<file path="config.mk">
export PLATFORM = sky130hd
export DESIGN_NAME = calendar_date_offset_adder_unit
export DESIGN_NICKNAME = d
export VERILOG_FILES = /design/src/cdoa_pkg.sv /design/src/cdoa_front.sv /design/src/cdoa_queue.sv /design/src/cdoa_back.sv /design/src/calendar_date_offset_adder_unit.sv
export SDC_FILE = /design/constraint.sdc
export NUM_CORES = 1
export LEC_CHECK = 0
export BUFFER_PORTS_ARGS = -buffer_cell sky130_fd_sc_hd__buf_2
export CAP_MARGIN = 20
export CORE_ASPECT_RATIO = 0.5
export CORE_MARGIN = 1.5
export CORE_UTILIZATION = 64
export DETAILED_ROUTE_END_ITERATION = 6
export GPL_ROUTABILITY_DRIVEN = 0
export PLACE_DENSITY = 0.82
export SETUP_SLACK_MARGIN = 0.02
export SYNTH_ARGS = -nofsm -noshare
export SYNTH_HDL_FRONTEND = slang
export SYNTH_SLANG_ARGS = --single-unit
export TNS_END_PERCENT = 1
</file>
<file path="constraint.sdc">
create_clock -name clk -period 9.5 [get_ports clk]
set_input_delay 0.475 -clock clk [delete_from_list [all_inputs] [get_ports clk]]
set_output_delay 0.475 -clock clk [all_outputs]
set_load 0.005 [all_outputs]
</file>
<file path="src/cdoa_pkg.sv">
// Shared types, constants and calendar helpers for the calendar date offset adder.
`default_nettype none

package cdoa_pkg;

  // Field widths
  localparam int AMOUNT_W    = 16;
  localparam int YEAR_W      = 10;
  localparam int MON_W       = 4;
  localparam int MDAY_W      = 5;
  localparam int HOUR_W      = 5;
  localparam int MIN_W       = 6;
  localparam int ACT_W       = 3;
  localparam int KIND_W      = 3;
  // Unwrapped year: a year-unit add can reach start year plus the full amount
  localparam int YEAR_FULL_W = AMOUNT_W + 1;
  // Day count: seven times the amount plus a day of month
  localparam int N_W         = AMOUNT_W + 3;
  // Year position inside the 400-year Gregorian cycle
  localparam int R400_W      = 9;
  // Quotient of the constant divisions (largest is amount / 12)
  localparam int Q_W         = 13;

  // Stream payload layout
  localparam int IN_W        = 48;
  localparam int OUT_W       = 32;
  localparam int IN_YEAR_LSB = AMOUNT_W;
  localparam int IN_MON_LSB  = IN_YEAR_LSB + YEAR_W;
  localparam int IN_MDAY_LSB = IN_MON_LSB + MON_W;
  localparam int IN_HOUR_LSB = IN_MDAY_LSB + MDAY_W;
  localparam int IN_MIN_LSB  = IN_HOUR_LSB + HOUR_W;

  // Configuration port
  localparam int CFG_ADDR_W  = 3;
  localparam int CFG_DATA_W  = YEAR_W;
  localparam logic [CFG_ADDR_W-1:0] CFG_NOW_YEAR   = 3'd0;
  localparam logic [CFG_ADDR_W-1:0] CFG_NOW_MONTH  = 3'd1;
  localparam logic [CFG_ADDR_W-1:0] CFG_NOW_MDAY   = 3'd2;
  localparam logic [CFG_ADDR_W-1:0] CFG_NOW_HOUR   = 3'd3;
  localparam logic [CFG_ADDR_W-1:0] CFG_NOW_MINUTE = 3'd4;

  // Unit codes on the input
  localparam logic [ACT_W-1:0] ACT_MINUTE = 3'd0;
  localparam logic [ACT_W-1:0] ACT_HOUR   = 3'd1;
  localparam logic [ACT_W-1:0] ACT_DAY    = 3'd2;
  localparam logic [ACT_W-1:0] ACT_WEEK   = 3'd3;
  localparam logic [ACT_W-1:0] ACT_MONTH  = 3'd4;
  localparam logic [ACT_W-1:0] ACT_YEAR   = 3'd5;

  // Job kinds handed from the front to the back
  localparam logic [KIND_W-1:0] KIND_MIN  = 3'd0;
  localparam logic [KIND_W-1:0] KIND_HOUR = 3'd1;
  localparam logic [KIND_W-1:0] KIND_DAY  = 3'd2;
  localparam logic [KIND_W-1:0] KIND_MON  = 3'd3;
  localparam logic [KIND_W-1:0] KIND_YEAR = 3'd4;
  localparam logic [KIND_W-1:0] KIND_NONE = 3'd5;

  // Calendar constants
  localparam logic [MON_W-1:0]  MON_JAN       = 4'd0;
  localparam logic [MON_W-1:0]  MON_FEB       = 4'd1;
  localparam logic [MON_W-1:0]  MON_DEC       = 4'd11;
  localparam logic [MON_W-1:0]  MONTHS        = 4'd12;
  localparam logic [MDAY_W-1:0] DAYS_LONG     = 5'd31;
  localparam logic [MDAY_W-1:0] FEB_LEAP_DAYS = 5'd29;
  localparam logic [N_W-1:0]    CYCLE_DAYS    = 19'd146097;
  localparam logic [N_W-1:0]    CYCLE_LIMIT   = 19'd146128;

  localparam logic [MDAY_W-1:0] MONTH_DAYS [12] = '{
    5'd31, 5'd28, 5'd31, 5'd30, 5'd31, 5'd30, 5'd31, 5'd31, 5'd30, 5'd31, 5'd30, 5'd31
  };

  // Job record in the queue between front and back
  typedef struct packed {
    logic [KIND_W-1:0] kind;
    logic [N_W-1:0]    n;
    logic [YEAR_W-1:0] year;
    logic [MON_W-1:0]  mon;
    logic [MDAY_W-1:0] mday;
    logic [HOUR_W-1:0] hour;
    logic [MIN_W-1:0]  min;
    logic [R400_W-1:0] r400;
  } job_t;

  // Current time registers
  typedef struct packed {
    logic [YEAR_W-1:0] year;
    logic [MON_W-1:0]  mon;
    logic [MDAY_W-1:0] mday;
    logic [HOUR_W-1:0] hour;
    logic [MIN_W-1:0]  min;
  } now_t;

  // Leap year from the position in the 400-year cycle
  function automatic logic is_leap(input logic [R400_W-1:0] r);
    return (r[1:0] == 2'b00) && (r != R400_W'(100)) && (r != R400_W'(200)) &&
           (r != R400_W'(300));
  endfunction

  // Month length; months beyond December count as long months
  function automatic logic [MDAY_W-1:0] month_len(input logic [MON_W-1:0]  mon,
                                                 input logic [R400_W-1:0] r);
    logic [MDAY_W-1:0] len;
    if (mon >= MONTHS) begin
      len = DAYS_LONG;
    end else if ((mon == MON_FEB) && is_leap(r)) begin
      len = FEB_LEAP_DAYS;
    end else begin
      len = MONTH_DAYS[mon];
    end
    return len;
  endfunction

endpackage

`default_nettype wire

</file>
<file path="src/cdoa_front.sv">
// Front end: takes input transfers, classifies the unit and prepares the job record.
`default_nettype none

module cdoa_front (
  input  wire logic                        in_tvalid,
  output logic                             in_tready,
  // in_tdata: amount, start_year, start_month, start_mday, start_hour, start_minute
  input  wire logic [cdoa_pkg::IN_W-1:0]   in_tdata,
  // in_tuser: action
  input  wire logic [cdoa_pkg::ACT_W-1:0]  in_tuser,
  input  wire logic                        q_full,
  output logic                             q_push,
  output cdoa_pkg::job_t                   q_job
);
  import cdoa_pkg::*;

  logic [AMOUNT_W-1:0] amount;
  logic [YEAR_W-1:0]   year;
  logic [MON_W-1:0]    mon;
  logic [MDAY_W-1:0]   mday;
  logic [HOUR_W-1:0]   hour;
  logic [MIN_W-1:0]    min;
  logic [N_W-1:0]      amount7;
  logic [YEAR_W:0]     ys;

  // Field unpacking
  assign amount = in_tdata[0 +: AMOUNT_W];
  assign year   = in_tdata[IN_YEAR_LSB +: YEAR_W];
  assign mon    = in_tdata[IN_MON_LSB +: MON_W];
  assign mday   = in_tdata[IN_MDAY_LSB +: MDAY_W];
  assign hour   = in_tdata[IN_HOUR_LSB +: HOUR_W];
  assign min    = in_tdata[IN_MIN_LSB +: MIN_W];

  // Handshake: accept while the queue has room
  assign in_tready = !q_full;
  assign q_push    = in_tvalid && !q_full;

  // Seven times the amount for the week unit
  assign amount7 = {amount, 3'b000} - N_W'(amount);

  // Position of the start year in the 400-year cycle: (year + 1900) mod 400
  assign ys = {1'b0, year} + (YEAR_W+1)'(300);

  always_comb begin
    q_job.year = year;
    q_job.mon  = mon;
    q_job.mday = mday;
    q_job.hour = hour;
    q_job.min  = min;

    if (ys >= (YEAR_W+1)'(1200)) begin
      q_job.r400 = R400_W'(ys - (YEAR_W+1)'(1200));
    end else if (ys >= (YEAR_W+1)'(800)) begin
      q_job.r400 = R400_W'(ys - (YEAR_W+1)'(800));
    end else if (ys >= (YEAR_W+1)'(400)) begin
      q_job.r400 = R400_W'(ys - (YEAR_W+1)'(400));
    end else begin
      q_job.r400 = R400_W'(ys);
    end

    // Unit decode and first sum
    case (in_tuser)
      ACT_MINUTE: begin
        q_job.kind = KIND_MIN;
        q_job.n    = N_W'(amount) + N_W'(min);
      end
      ACT_HOUR: begin
        q_job.kind = KIND_HOUR;
        q_job.n    = N_W'(amount) + N_W'(hour);
      end
      ACT_DAY: begin
        q_job.kind = KIND_DAY;
        q_job.n    = N_W'(amount) + N_W'(mday);
      end
      ACT_WEEK: begin
        q_job.kind = KIND_DAY;
        q_job.n    = amount7 + N_W'(mday);
      end
      ACT_MONTH: begin
        q_job.kind = KIND_MON;
        q_job.n    = N_W'(amount) + N_W'(mon);
      end
      ACT_YEAR: begin
        q_job.kind = KIND_YEAR;
        q_job.n    = N_W'(amount);
      end
      default: begin
        q_job.kind = KIND_NONE;
        q_job.n    = '0;
      end
    endcase
  end

endmodule

`default_nettype wire

</file>
<file path="src/cdoa_queue.sv">
// Two-entry job queue between the front and the back.
`default_nettype none

module cdoa_queue (
  input  wire logic           clk,
  input  wire logic           rst_n,
  input  wire logic           push,
  input  wire cdoa_pkg::job_t push_job,
  output logic                full,
  input  wire logic           pop,
  output cdoa_pkg::job_t      pop_job,
  output logic                not_empty
);
  import cdoa_pkg::*;

  job_t        entry_r [2];
  logic        wr_ptr_r;
  logic        wr_ptr_nxt;
  logic        rd_ptr_r;
  logic        rd_ptr_nxt;
  logic [1:0]  count_r;
  logic [1:0]  count_nxt;
  logic        do_push;
  logic        do_pop;

  assign full      = (count_r == 2'd2);
  assign not_empty = (count_r != 2'd0);
  assign do_push   = push && !full;
  assign do_pop    = pop && not_empty;
  assign pop_job   = entry_r[rd_ptr_r];

  // Pointer and fill count
  always_comb begin
    wr_ptr_nxt = do_push ? !wr_ptr_r : wr_ptr_r;
    rd_ptr_nxt = do_pop ? !rd_ptr_r : rd_ptr_r;
    count_nxt  = count_r;
    if (do_push && !do_pop) begin
      count_nxt = count_r + 2'd1;
    end else if (do_pop && !do_push) begin
      count_nxt = count_r - 2'd1;
    end
  end

  always_ff @(posedge clk) begin
    if (!rst_n) begin
      wr_ptr_r <= 1'b0;
      rd_ptr_r <= 1'b0;
      count_r  <= 2'd0;
    end else begin
      wr_ptr_r <= wr_ptr_nxt;
      rd_ptr_r <= rd_ptr_nxt;
      count_r  <= count_nxt;
    end
  end

  // Storage
  always_ff @(posedge clk) begin
    if (do_push) begin
      entry_r[wr_ptr_r] <= push_job;
    end
  end

endmodule

`default_nettype wire

</file>
<file path="src/cdoa_back.sv">
// Back end: carry sequencer (constant divisions, calendar walk) and result register.
`default_nettype none

module cdoa_back (
  input  wire logic                       clk,
  input  wire logic                       rst_n,
  input  wire cdoa_pkg::job_t             job,
  input  wire logic                       job_valid,
  output logic                            job_pop,
  input  wire cdoa_pkg::now_t             now,
  output logic                            out_tvalid,
  input  wire logic                       out_tready,
  output logic [cdoa_pkg::OUT_W-1:0]      out_tdata
);
  import cdoa_pkg::*;

  localparam logic [2:0] ST_IDLE = 3'd0;
  localparam logic [2:0] ST_MUL  = 3'd1;
  localparam logic [2:0] ST_REM  = 3'd2;
  localparam logic [2:0] ST_WALK = 3'd3;
  localparam logic [2:0] ST_DONE = 3'd4;

  localparam logic [1:0] DIV_60 = 2'd0;
  localparam logic [1:0] DIV_24 = 2'd1;
  localparam logic [1:0] DIV_12 = 2'd2;

  // Reciprocals: x/3 = (x * 0xAAAB) >> 17, x/15 = (x * 0x8889) >> 19
  localparam logic [15:0] RECIP_3  = 16'hAAAB;
  localparam logic [15:0] RECIP_15 = 16'h8889;

  // Control registers
  logic [2:0]             state_r;
  logic [2:0]             state_nxt;
  logic                   out_tvalid_r;
  logic                   out_tvalid_nxt;
  // Datapath registers
  logic [1:0]             div_sel_r;
  logic [1:0]             div_sel_nxt;
  logic [N_W-1:0]         n_r;
  logic [N_W-1:0]         n_nxt;
  logic [Q_W-1:0]         q_r;
  logic [Q_W-1:0]         q_nxt;
  logic [YEAR_FULL_W-1:0] yr_r;
  logic [YEAR_FULL_W-1:0] yr_nxt;
  logic [R400_W-1:0]      r_r;
  logic [R400_W-1:0]      r_nxt;
  logic [MON_W-1:0]       mon_r;
  logic [MON_W-1:0]       mon_nxt;
  logic [MDAY_W-1:0]      mday_r;
  logic [MDAY_W-1:0]      mday_nxt;
  logic [HOUR_W-1:0]      hour_r;
  logic [HOUR_W-1:0]      hour_nxt;
  logic [MIN_W-1:0]       min_r;
  logic [MIN_W-1:0]       min_nxt;
  logic [OUT_W-1:0]       out_tdata_r;
  logic [OUT_W-1:0]       out_tdata_nxt;

  // Shared datapath
  logic [14:0]            mul_x;
  logic [15:0]            mul_c;
  logic [30:0]            prod;
  logic [N_W-1:0]         q_times_d;
  logic [N_W-1:0]         rem;
  logic [MDAY_W-1:0]      mlen;
  logic [N_W-1:0]         len1;
  logic [N_W-1:0]         len4;
  logic [N_W-1:0]         len100;
  logic [R400_W:0]        m4;
  logic [R400_W-1:0]      r_p1;
  logic [R400_W-1:0]      r_p4;
  logic [R400_W-1:0]      r_p100;
  logic [YEAR_W-1:0]      end_year;
  logic                   too_late;
  logic                   year_overflow;
  logic                   out_free;

  // Step through the 400-year cycle position modulo 400
  function automatic logic [R400_W-1:0] r_add(input logic [R400_W-1:0] r,
                                             input logic [6:0]        k);
    logic [R400_W:0] s;
    s = {1'b0, r} + (R400_W+1)'(k);
    if (s >= (R400_W+1)'(400)) begin
      s = s - (R400_W+1)'(400);
    end
    return R400_W'(s);
  endfunction

  // Constant divider: one multiply by the reciprocal
  always_comb begin
    case (div_sel_r)
      DIV_24: begin
        mul_x = 15'(n_r >> 3);
        mul_c = RECIP_3;
      end
      DIV_12: begin
        mul_x = 15'(n_r >> 2);
        mul_c = RECIP_3;
      end
      default: begin
        mul_x = 15'(n_r >> 2);
        mul_c = RECIP_15;
      end
    endcase
  end

  assign prod = 31'(mul_x) * 31'(mul_c);

  // Quotient times divisor by shift and add (shift and subtract for 60), then remainder
  always_comb begin
    case (div_sel_r)
      DIV_24:  q_times_d = (N_W'(q_r) << 4) + (N_W'(q_r) << 3);
      DIV_12:  q_times_d = (N_W'(q_r) << 3) + (N_W'(q_r) << 2);
      default: q_times_d = (N_W'(q_r) << 6) - (N_W'(q_r) << 2);
    endcase
  end

  assign rem = n_r - q_times_d;

  // Span lengths from January of the current year
  assign mlen   = month_len(mon_r, r_r);
  assign len1   = is_leap(r_r) ? N_W'(366) : N_W'(365);
  assign m4     = ({1'b0, r_r} + (R400_W+1)'(3)) & ~(R400_W+1)'(3);
  assign len4   = ((m4 == (R400_W+1)'(100)) || (m4 == (R400_W+1)'(200)) ||
                   (m4 == (R400_W+1)'(300))) ? N_W'(1460) : N_W'(1461);
  assign len100 = ((r_r == '0) || (r_r > R400_W'(300))) ? N_W'(36525) : N_W'(36524);
  assign r_p1   = r_add(r_r, 7'd1);
  assign r_p4   = r_add(r_r, 7'd4);
  assign r_p100 = r_add(r_r, 7'd100);

  // Result fields and comparison with the current time
  assign end_year      = yr_r[YEAR_W-1:0];
  assign year_overflow = |yr_r[YEAR_FULL_W-1:YEAR_W];
  assign too_late      = {now.year, now.mon, now.mday, now.hour, now.min} >
                         {end_year, mon_r, mday_r, hour_r, min_r};
  assign out_free      = !out_tvalid_r || out_tready;

  assign job_pop    = (state_r == ST_IDLE) && job_valid;
  assign out_tvalid = out_tvalid_r;
  assign out_tdata  = out_tdata_r;

  // Sequencer
  always_comb begin
    state_nxt      = state_r;
    out_tvalid_nxt = out_tvalid_r;
    out_tdata_nxt  = out_tdata_r;
    div_sel_nxt    = div_sel_r;
    n_nxt          = n_r;
    q_nxt          = q_r;
    yr_nxt         = yr_r;
    r_nxt          = r_r;
    mon_nxt        = mon_r;
    mday_nxt       = mday_r;
    hour_nxt       = hour_r;
    min_nxt        = min_r;

    if (out_tvalid_r && out_tready) begin
      out_tvalid_nxt = 1'b0;
    end

    case (state_r)
      ST_IDLE: begin
        if (job_valid) begin
          n_nxt    = job.n;
          yr_nxt   = YEAR_FULL_W'(job.year);
          r_nxt    = job.r400;
          mon_nxt  = job.mon;
          mday_nxt = job.mday;
          hour_nxt = job.hour;
          min_nxt  = job.min;
          case (job.kind)
            KIND_MIN: begin
              div_sel_nxt = DIV_60;
              state_nxt   = ST_MUL;
            end
            KIND_HOUR: begin
              div_sel_nxt = DIV_24;
              state_nxt   = ST_MUL;
            end
            KIND_DAY: begin
              state_nxt = ST_WALK;
            end
            KIND_MON: begin
              div_sel_nxt = DIV_12;
              state_nxt   = ST_MUL;
            end
            KIND_YEAR: begin
              yr_nxt    = YEAR_FULL_W'(job.year) + YEAR_FULL_W'(job.n);
              state_nxt = ST_DONE;
            end
            default: begin
              state_nxt = ST_DONE;
            end
          endcase
        end
      end

      ST_MUL: begin
        if (div_sel_r == DIV_60) begin
          q_nxt = Q_W'(prod >> 19);
        end else begin
          q_nxt = Q_W'(prod >> 17);
        end
        state_nxt = ST_REM;
      end

      ST_REM: begin
        case (div_sel_r)
          DIV_24: begin
            hour_nxt = rem[HOUR_W-1:0];
            if (n_r > N_W'(23)) begin
              n_nxt     = N_W'(q_r) + N_W'(mday_r);
              state_nxt = ST_WALK;
            end else begin
              state_nxt = ST_DONE;
            end
          end
          DIV_12: begin
            mon_nxt   = rem[MON_W-1:0];
            yr_nxt    = yr_r + YEAR_FULL_W'(q_r);
            state_nxt = ST_DONE;
          end
          default: begin
            min_nxt = rem[MIN_W-1:0];
            if (n_r > N_W'(59)) begin
              n_nxt       = N_W'(q_r) + N_W'(hour_r);
              div_sel_nxt = DIV_24;
              state_nxt   = ST_MUL;
            end else begin
              state_nxt = ST_DONE;
            end
          end
        endcase
      end

      // One calendar step per cycle: whole cycles, centuries, four-year blocks,
      // years (from January only) or a single month
      ST_WALK: begin
        if ((mon_r < MONTHS) && (n_r > CYCLE_LIMIT)) begin
          n_nxt  = n_r - CYCLE_DAYS;
          yr_nxt = yr_r + YEAR_FULL_W'(400);
        end else if ((mon_r == MON_JAN) && (n_r > len100)) begin
          n_nxt  = n_r - len100;
          yr_nxt = yr_r + YEAR_FULL_W'(100);
          r_nxt  = r_p100;
        end else if ((mon_r == MON_JAN) && (n_r > len4)) begin
          n_nxt  = n_r - len4;
          yr_nxt = yr_r + YEAR_FULL_W'(4);
          r_nxt  = r_p4;
        end else if ((mon_r == MON_JAN) && (n_r > len1)) begin
          n_nxt  = n_r - len1;
          yr_nxt = yr_r + YEAR_FULL_W'(1);
          r_nxt  = r_p1;
        end else if (n_r > N_W'(mlen)) begin
          n_nxt = n_r - N_W'(mlen);
          if (mon_r >= MON_DEC) begin
            // December and out-of-range months wrap into the next year
            mon_nxt = mon_r - MON_DEC;
            yr_nxt  = yr_r + YEAR_FULL_W'(1);
            r_nxt   = r_p1;
          end else begin
            mon_nxt = mon_r + MON_W'(1);
          end
        end else begin
          mday_nxt  = n_r[MDAY_W-1:0];
          state_nxt = ST_DONE;
        end
      end

      ST_DONE: begin
        if (out_free) begin
          out_tvalid_nxt = 1'b1;
          out_tdata_nxt  = {year_overflow, too_late, min_r, hour_r, mday_r, mon_r, end_year};
          state_nxt      = ST_IDLE;
        end
      end

      default: begin
        state_nxt = ST_IDLE;
      end
    endcase
  end

  always_ff @(posedge clk) begin
    if (!rst_n) begin
      state_r      <= ST_IDLE;
      out_tvalid_r <= 1'b0;
    end else begin
      state_r      <= state_nxt;
      out_tvalid_r <= out_tvalid_nxt;
    end
  end

  always_ff @(posedge clk) begin
    div_sel_r   <= div_sel_nxt;
    n_r         <= n_nxt;
    q_r         <= q_nxt;
    yr_r        <= yr_nxt;
    r_r         <= r_nxt;
    mon_r       <= mon_nxt;
    mday_r      <= mday_nxt;
    hour_r      <= hour_nxt;
    min_r       <= min_nxt;
    out_tdata_r <= out_tdata_nxt;
  end

endmodule

`default_nettype wire

</file>
<file path="src/calendar_date_offset_adder_unit.sv">
// Top level of the calendar date offset adder: current-time registers, front, queue, back.
// Year and unused units go straight to the output stage; month, hour and minute units pass
// through reciprocal-multiply constant divisions, and day carries then take a calendar walk; the back
// walks one calendar step (400 years, 100 years, 4 years, 1 year or one month) a cycle.
// Throughput: one item per back-end pass; a two-entry queue takes new items meanwhile.
// Reset: synchronous, active low; clears the queue and sequencer and sets the current time to day 1.
`default_nettype none

module calendar_date_offset_adder_unit (
  input  wire logic                             clk,
  input  wire logic                             rst_n,
  input  wire logic                             in_tvalid,
  output logic                                  in_tready,
  // in_tdata: amount, start_year, start_month, start_mday, start_hour, start_minute
  input  wire logic [cdoa_pkg::IN_W-1:0]        in_tdata,
  // in_tuser: action
  input  wire logic [cdoa_pkg::ACT_W-1:0]       in_tuser,
  output logic                                  out_tvalid,
  input  wire logic                             out_tready,
  // out_tdata: end_year, end_month, end_mday, end_hour, end_minute, too_late, year_overflow
  output logic [cdoa_pkg::OUT_W-1:0]            out_tdata,
  input  wire logic                             cfg_we,
  input  wire logic [cdoa_pkg::CFG_ADDR_W-1:0]  cfg_addr,
  input  wire logic [cdoa_pkg::CFG_DATA_W-1:0]  cfg_wdata
);
  import cdoa_pkg::*;

  now_t  now_r;
  job_t  front_job;
  job_t  queue_job;
  logic  q_full;
  logic  q_push;
  logic  q_pop;
  logic  q_not_empty;

  // Current-time registers
  always_ff @(posedge clk) begin
    if (!rst_n) begin
      now_r.year <= '0;
      now_r.mon  <= '0;
      now_r.mday <= MDAY_W'(1);
      now_r.hour <= '0;
      now_r.min  <= '0;
    end else if (cfg_we) begin
      case (cfg_addr)
        CFG_NOW_YEAR:   now_r.year <= cfg_wdata[YEAR_W-1:0];
        CFG_NOW_MONTH:  now_r.mon  <= cfg_wdata[MON_W-1:0];
        CFG_NOW_MDAY:   now_r.mday <= cfg_wdata[MDAY_W-1:0];
        CFG_NOW_HOUR:   now_r.hour <= cfg_wdata[HOUR_W-1:0];
        CFG_NOW_MINUTE: now_r.min  <= cfg_wdata[MIN_W-1:0];
        default: begin
        end
      endcase
    end
  end

  cdoa_front u_front (
    .in_tvalid (in_tvalid),
    .in_tready (in_tready),
    .in_tdata  (in_tdata),
    .in_tuser  (in_tuser),
    .q_full    (q_full),
    .q_push    (q_push),
    .q_job     (front_job)
  );

  cdoa_queue u_queue (
    .clk       (clk),
    .rst_n     (rst_n),
    .push      (q_push),
    .push_job  (front_job),
    .full      (q_full),
    .pop       (q_pop),
    .pop_job   (queue_job),
    .not_empty (q_not_empty)
  );

  cdoa_back u_back (
    .clk        (clk),
    .rst_n      (rst_n),
    .job        (queue_job),
    .job_valid  (q_not_empty),
    .job_pop    (q_pop),
    .now        (now_r),
    .out_tvalid (out_tvalid),
    .out_tready (out_tready),
    .out_tdata  (out_tdata)
  );

endmodule

`default_nettype wire
</file>
# Yosys cells after proc, flatten, opt, wreduce, memory -nomap -nowiden
# Memories as Yosys holds them, arrays and structs flattened. A register that Yosys moved wholly into a read port is not among the register bits.
# Index checks and enable logic that the tools add are counted.
dict set report op_classes {
  add_sub_neg 38
  n_mul 1
  div 0
  magnitude_cmp 19
  eq_ne 47
  n_shift 0
  mux 94
  bitwise_logic 1
  n_reduce_logical 56
}
# operator count
set op_table {}
lappend op_table {{$mux 17} 9}
lappend op_table {{$mux 19} 8}
lappend op_table {{$pmux 22 s6} 1}
lappend op_table {{$mux 9} 13}
lappend op_table {{$mux 5} 12}
lappend op_table {{$pmux 19 s3} 1}
lappend op_table {{$pmux 17 s3} 1}
lappend op_table {{$sub 9x9->9 const B} 5}
lappend op_table {{$pmux 19 s2} 1}
lappend op_table {{$sub 19x16->19} 2}
lappend op_table {{$add 16x5->17} 2}
lappend op_table {{$mux 4} 8}
lappend op_table {{$mul 15x16->31} 1}
lappend op_table {{$ge 10x9->1 const B} 3}
lappend op_table {{$gt 30x30->1} 1}
lappend op_table {{$add 13x5->14} 2}
lappend op_table {{$mux 3} 9}
lappend op_table {{$eq 3x2->1 const B} 8}
lappend op_table {{$pmux 6 s2} 2}
lappend op_table {{$pmux 5 s2} 2}
lappend op_table {{$add 19x5->19} 1}
lappend op_table {{$gt 19x11->1} 1}
lappend op_table {{$gt 19x16->1} 1}
lappend op_table {{$gt 19x18->1 const B} 1}
lappend op_table {{other kinds (85)} 161}
dict set report totals {
  ff_bits 150
  latchBits 0
  ram_bits 122
  romBits 80
  out_inout_bits 34
  elab_cells 279
  mem_count 2
}
# memory words word_bits rd rd_clocked_by_memory_dff write_ports line
set mem_list {}
lappend mem_list {u_queue.entry_r 2 61 1 1 1 cdoa_queue.sv:16} ;# job_t entry_r [2];
lappend mem_list {{(name not given)} 16 5 1 0 0 cdoa_pkg.sv:108} ;# len = MONTH_DAYS[mon];

# Longest topological paths before layout
dict set report depth {
  word_depth 14
  depth_mapped 29
  depth_no_buf 27
}

# Hierarchy
# Synthesis repeated with hierarchy kept, for this count alone.
dict set report hier_totals {
  cells_unflattened 2608
  area_unflattened_um2 24562.3
}
# mod instances cells_per_inst area_each_um2 seq_area_each_um2
set by_module_without_submodules {}
lappend by_module_without_submodules {cdoa_back 1 1849 15727.6 3443.3}
lappend by_module_without_submodules {cdoa_queue 1 215 4636.9 3763.6}
lappend by_module_without_submodules {cdoa_front 1 430 3029.2 0.0}
lappend by_module_without_submodules {calendar_date_offset_adder_unit 1 114 1168.6 600.6}

# Worst setup path after synthesis
# OpenSTA, ideal clock, no wires.
dict set report synth_timing {
  path_type {register to register}
  startpoint {register u_back.div_sel_r[1]}
  endpoint {register u_back.q_r[7] (data pin)}
  setup_time_ns 0.260
  arrival_time_ns 6.823
  path_slack_ns 2.417
  stages_incl_launch_ff 28
  path_buffers 2
  period_less_slack_ns 7.083
  path_cell_list {edfxtp_1 -> inv_1 -> ha_1 -> buf_2 -> buf_1 -> inv_1 -> a21boi_0 -> inv_1 -> nand2_1 -> inv_1 -> ha_1 -> inv_1 -> fa_1 -> inv_1 -> fa_1 -> fa_1 -> fa_1 -> fa_1 -> ha_1 -> nand4_1 -> nor4_1 -> a21oi_1 -> a31o_2 -> o31ai_1 -> o21ai_0 -> a21bo_2 -> a21boi_0 -> mux2_2}
}
dict set report synth_via {
  elab_chain_len 5
  elab_cells_between_ends 8
  classes_between {1 x mul; 2 x eq/ne; 3 x mux; 2 x reduce/logical}
}
# element line
set synth_lines {}
lappend synth_lines {{start: declaration} cdoa_back.sv:37} ;# logic [1:0] div_sel_r;
lappend synth_lines {{start signal: assignment} cdoa_back.sv:294} ;# div_sel_r <= div_sel_nxt;
lappend synth_lines {{$eq 2x1->1 / $eq 2x2->1 (equally long branches)} --}
lappend synth_lines {{$reduce_or 2->1 (no line)} --}
lappend synth_lines {{$mux 14} cdoa_back.sv:90} ;# case (div_sel_r)
lappend synth_lines {{$mul 15x16->31} cdoa_back.sv:106} ;# assign prod = 31'(mul_x) * 31'(mul_c);
lappend synth_lines {{$mux 12 (*)} cdoa_back.sv:198} ;# if (div_sel_r == DIV_60) begin
lappend synth_lines {{end signal: assignment} cdoa_back.sv:296} ;# q_r <= q_nxt;
lappend synth_lines {{end: declaration} cdoa_back.sv:41} ;# logic [Q_W-1:0] q_r;
# Every way passes the cells marked *; elsewhere a longest branch is shown, timed or not.
# A chain may end at the register's enable or synchronous reset.

# Worst setup path in the final report
# Ends and elaborated chain as after synthesis.

==> metrics.md <==
| Metric | Value |
|---|---|
| Slew @ Worst Pin | 1.108 ns |
| First-pass GRT wire length | 103.8 mm |
| Total I/O pin count | 103 |
| Number of global-route vias before repair | 19000 |
| Post-Synthesis Cells | 2527 |
| Post-Place Setup Slack | 1.700 ns |
| Synth cell types | 85 |
| Mapped Avg Cell Area | 9.380 um2 |
| Area occupied by multi-input gates | 14830 um2 |
| CTS Buf Count | 26 |
| # diodes | 0 |
| Fill cell count | 2732 |
| Storage cell area | 7691 um2 |
| Final Hold Viols | 0 |
| IO buf count | 100 |
| Synth Cell Area | 23700 um2 |
| Starting density of the core | 65.53% |
| Asr flop ratio synth | 0% |
| Routed len/inst | 21.79 um |
| Crit path kind | register to register |
| Total track usage | 34.50% |
| CP Launch Type | register |
| Post-CTS Setup Repair Bufs | 0 |
| CTS Hold Bufs | 0 |
| Initial drt markers | 2807 |
| Core area | 36170 um2 |
| Initial antenna violation count | 1 |
| Die Width | 275.2 um |
| Setup violators final | 0 |
| Sequential area share after synthesis | 32.43% |
| Setup TNS | 0 ns |
| Final Skew | 0.03598 ns |
| Clk sinks | 269 |
| Final WS setup | 1.544 ns |
| Placed cells | 3013 |
| Worst Path Arrival | 8.25 ns |
| Failing checks | design-rule violations |
| Slew Limit Fails | 0 |
| Synthesized Nets | 2921 |
| Largest net degree at the start of global routing | 65 |
| Cts repair resizes | 0 |
| Clk root buf | clkbuf_16 |
| Status | complete, but fails checks |
| Post-route ant nets | 0 |
| Tmin final | 7.956 ns |
| Worst skew pair latency | 0.57 ns |
| Drt first pass iters | 7 |
| Routed wire length | 66.75 mm |
| Flop and latch count out of synthesis | 269 |
| YS warnings | 0 |
| Area growth from synthesis to layout | 7.258% |
| Global route total overflow | 0 |
| DR vias | 20220 |
| Fmax | 0.1257 GHz |
| Post-route cell area | 25420 um2 |
| Htree depth | 1 |
| Min-delay worst type | input port to register |
| TritonCTS clock tree | built |
| Hpwl dp | 50.05 mm |
| Rel. slew slack | 25.98% |
| Critical Path End Type | register |
| Share of cells above drive strength 1 | 9.267% |
| Number of remaining DRC errors | 49 |
| Layout Cells excl Fill | 3063 |
| Clock slew at the register clock pins of the worst setup and hold paths | 0.07 ns |
| Vias per std cell | 6.603 |
| Final net count | 2953 |
| CTS max path bufs | 3 |
| DP Area | 24530 um2 |
| Die area | 38270 um2 |
| Main synth FF type | edfxtp_1 |
| Max_cap viols | 0 |
| RSZ-0062 raised after global routing | no |
| Row count | 49 |
| WP data required | 9.79 ns |
| Crit Path Max Fanout | 27 |
| Number of synthesized flops with an enable pin | 230 |
| Period utilization | 83.75% |
| Die height | 139.1 um |
-- synth_stat cells (12+ instances only) --
cell type / number / area share, %
nand2b_1: 25 / 0.66
nand4_1: 20 / 0.53
dfxtp_1: 39 / 3.3
nand2_1: 200 / 3.2
o31ai_1: 14 / 0.44
and2_1: 24 / 0.63
nor3b_1: 12 / 0.38
xnor2_1: 98 / 3.6
or3_1: 25 / 0.66
o221ai_1: 12 / 0.44
and3_1: 22 / 0.58
mux2_2: 38 / 1.8
nor2_1: 151 / 2.4
a31oi_1: 25 / 0.66
nor3_1: 44 / 0.93
xor2_1: 67 / 2.5
a211oi_1: 19 / 0.60
a21oi_1: 173 / 3.7
mux2i_1: 81 / 3.4
nor2b_1: 56 / 1.5
fa_1: 67 / 5.7
o21bai_1: 16 / 0.51
clkbuf_1: 97 / 1.5
a21boi_0: 18 / 0.57
a21o_1: 43 / 1.4
buf_1: 13 / 0.21
o22ai_1: 20 / 0.53
o211ai_1: 19 / 0.60
inv_1: 199 / 3.2
o21ai_0: 136 / 2.9
o21a_1: 24 / 0.76
nand3_1: 64 / 1.4
edfxtp_1: 230 / 29
ha_1: 258 / 14
-- path summary, 6_finish.rpt --
path | from | end | slack, ns | cells past startpoint
max reg2reg | u_back.div_sel_r[1] | u_back.q_r[7] | 1.54 | 26
min reg2reg | u_back.hour_r[2] | u_back.out_tdata[21] | 0.44 | 0
max | u_back.div_sel_r[1] | u_back.q_r[7] | 1.54 | 26
min | in_tdata[30] | u_queue.entry_r[0][20] | 0.11 | 1
-- cells by family after synthesis --
kind of cell / Yosys count / synth area share (%)
AND/OR/NAND/NOR: 695 / 14.42
AO/OA/AOI/OAI: 635 / 17.43
adder cells (fa/ha/maj): 325 / 19.28
buffers and inverters: 319 / 5.115
flip-flops: 269 / 32.43
XOR/XNOR: 165 / 6.097
multiplexers: 119 / 5.226
-- layout by cell type (no fill, tap or decap), drive strengths merged, types with 38 or more instances in the layout --
cell type  synthesis  routed
xnor2             98      98
edfxtp           230     230
xor2              67      67
nand2            200     200
inv              199     201
nor2             152     152
nor2b             56      56
o21ai            144     144
a21oi            174     174
nor3              44      44
fa                67      67
mux2              38      38
mux2i             81      81
buf               23     124
ha               258     258
a21o              43      43
dfxtp             39      39
nand3             64      64
-- final cells by class --
cell class,instances,share of cell area [%]
Inverter,199,2.938
Multi-Input combinational cell,1939,58.32
Tap cell,484,2.382
Clock buffer,30,2.618
Sequential cell,269,30.25
Timing Repair Buffer,124,2.682
Clock inverter,18,0.8120
-- metrics by stage --
stage	hold WS (ns)	util, %
floorplan	0.4264	-
global placement	0.4298	67.83
detailed placement	0.4405	67.83
CTS	0.1068	70.24
global route	0.1050	70.28
finish	0.1112	70.28
-- registers in the layout, indices dropped and copies added, names as in the netlist, named ones only --
register / count
now_r: 30
u_back.out_tdata: 32
u_queue.wr_ptr_r: 1
u_back.state_r: 3
u_back.out_tvalid: 1
u_back.mday_r: 5
u_back.mon_r: 4
u_back.min_r: 6
u_back.r_r: 9
u_queue.count_r: 2
u_back.n_r: 19
u_queue.entry_r: 118
u_back.yr_r: 17
u_back.q_r: 13
u_back.div_sel_r: 2
u_queue.rd_ptr_r: 1
u_back.hour_r: 5
-- worst max-delay path: stages, from the launching register on --
cell      delay [ns]
edfxtp_1        0.40
inv_1           0.12
ha_1            0.15
buf_4           0.32
inv_1           0.18
a21boi_0        0.37
inv_1           0.13
nand2_1         0.18
inv_1           0.11
ha_1            0.28
inv_1           0.05
fa_1            0.53
inv_1           0.07
fa_1            0.49
fa_1            0.52
fa_1            0.53
fa_1            0.50
ha_1            0.30
nand4_1         0.09
nor4_1          0.27
a21oi_1         0.15
a31o_2          0.31
o31ai_1         0.54
o21ai_0         0.31
a21bo_2         0.29
a21boi_0        0.17
mux2_2          0.33
-- routing by layer --
| metal | GRT usage, % | up-vias | routed length [um] | part of all wire, % |
|---|---|---|---|---|
| met3 | 8.501 | 189 | 8471 | 13 |
| li1 | - | 9214 | - | - |
| met4 | 9.175 | 0 | 2034 | 3.0 |
| met2 | 52.42 | 1241 | 28930 | 43 |
| met5 | 0 | - | 0 | 0 |
| met1 | 49.19 | 9580 | 27320 | 41 |
Power is left out: the tool's default activity adds up to more than one toggle a clock period on the data nets, which glitch-free logic cannot reach.
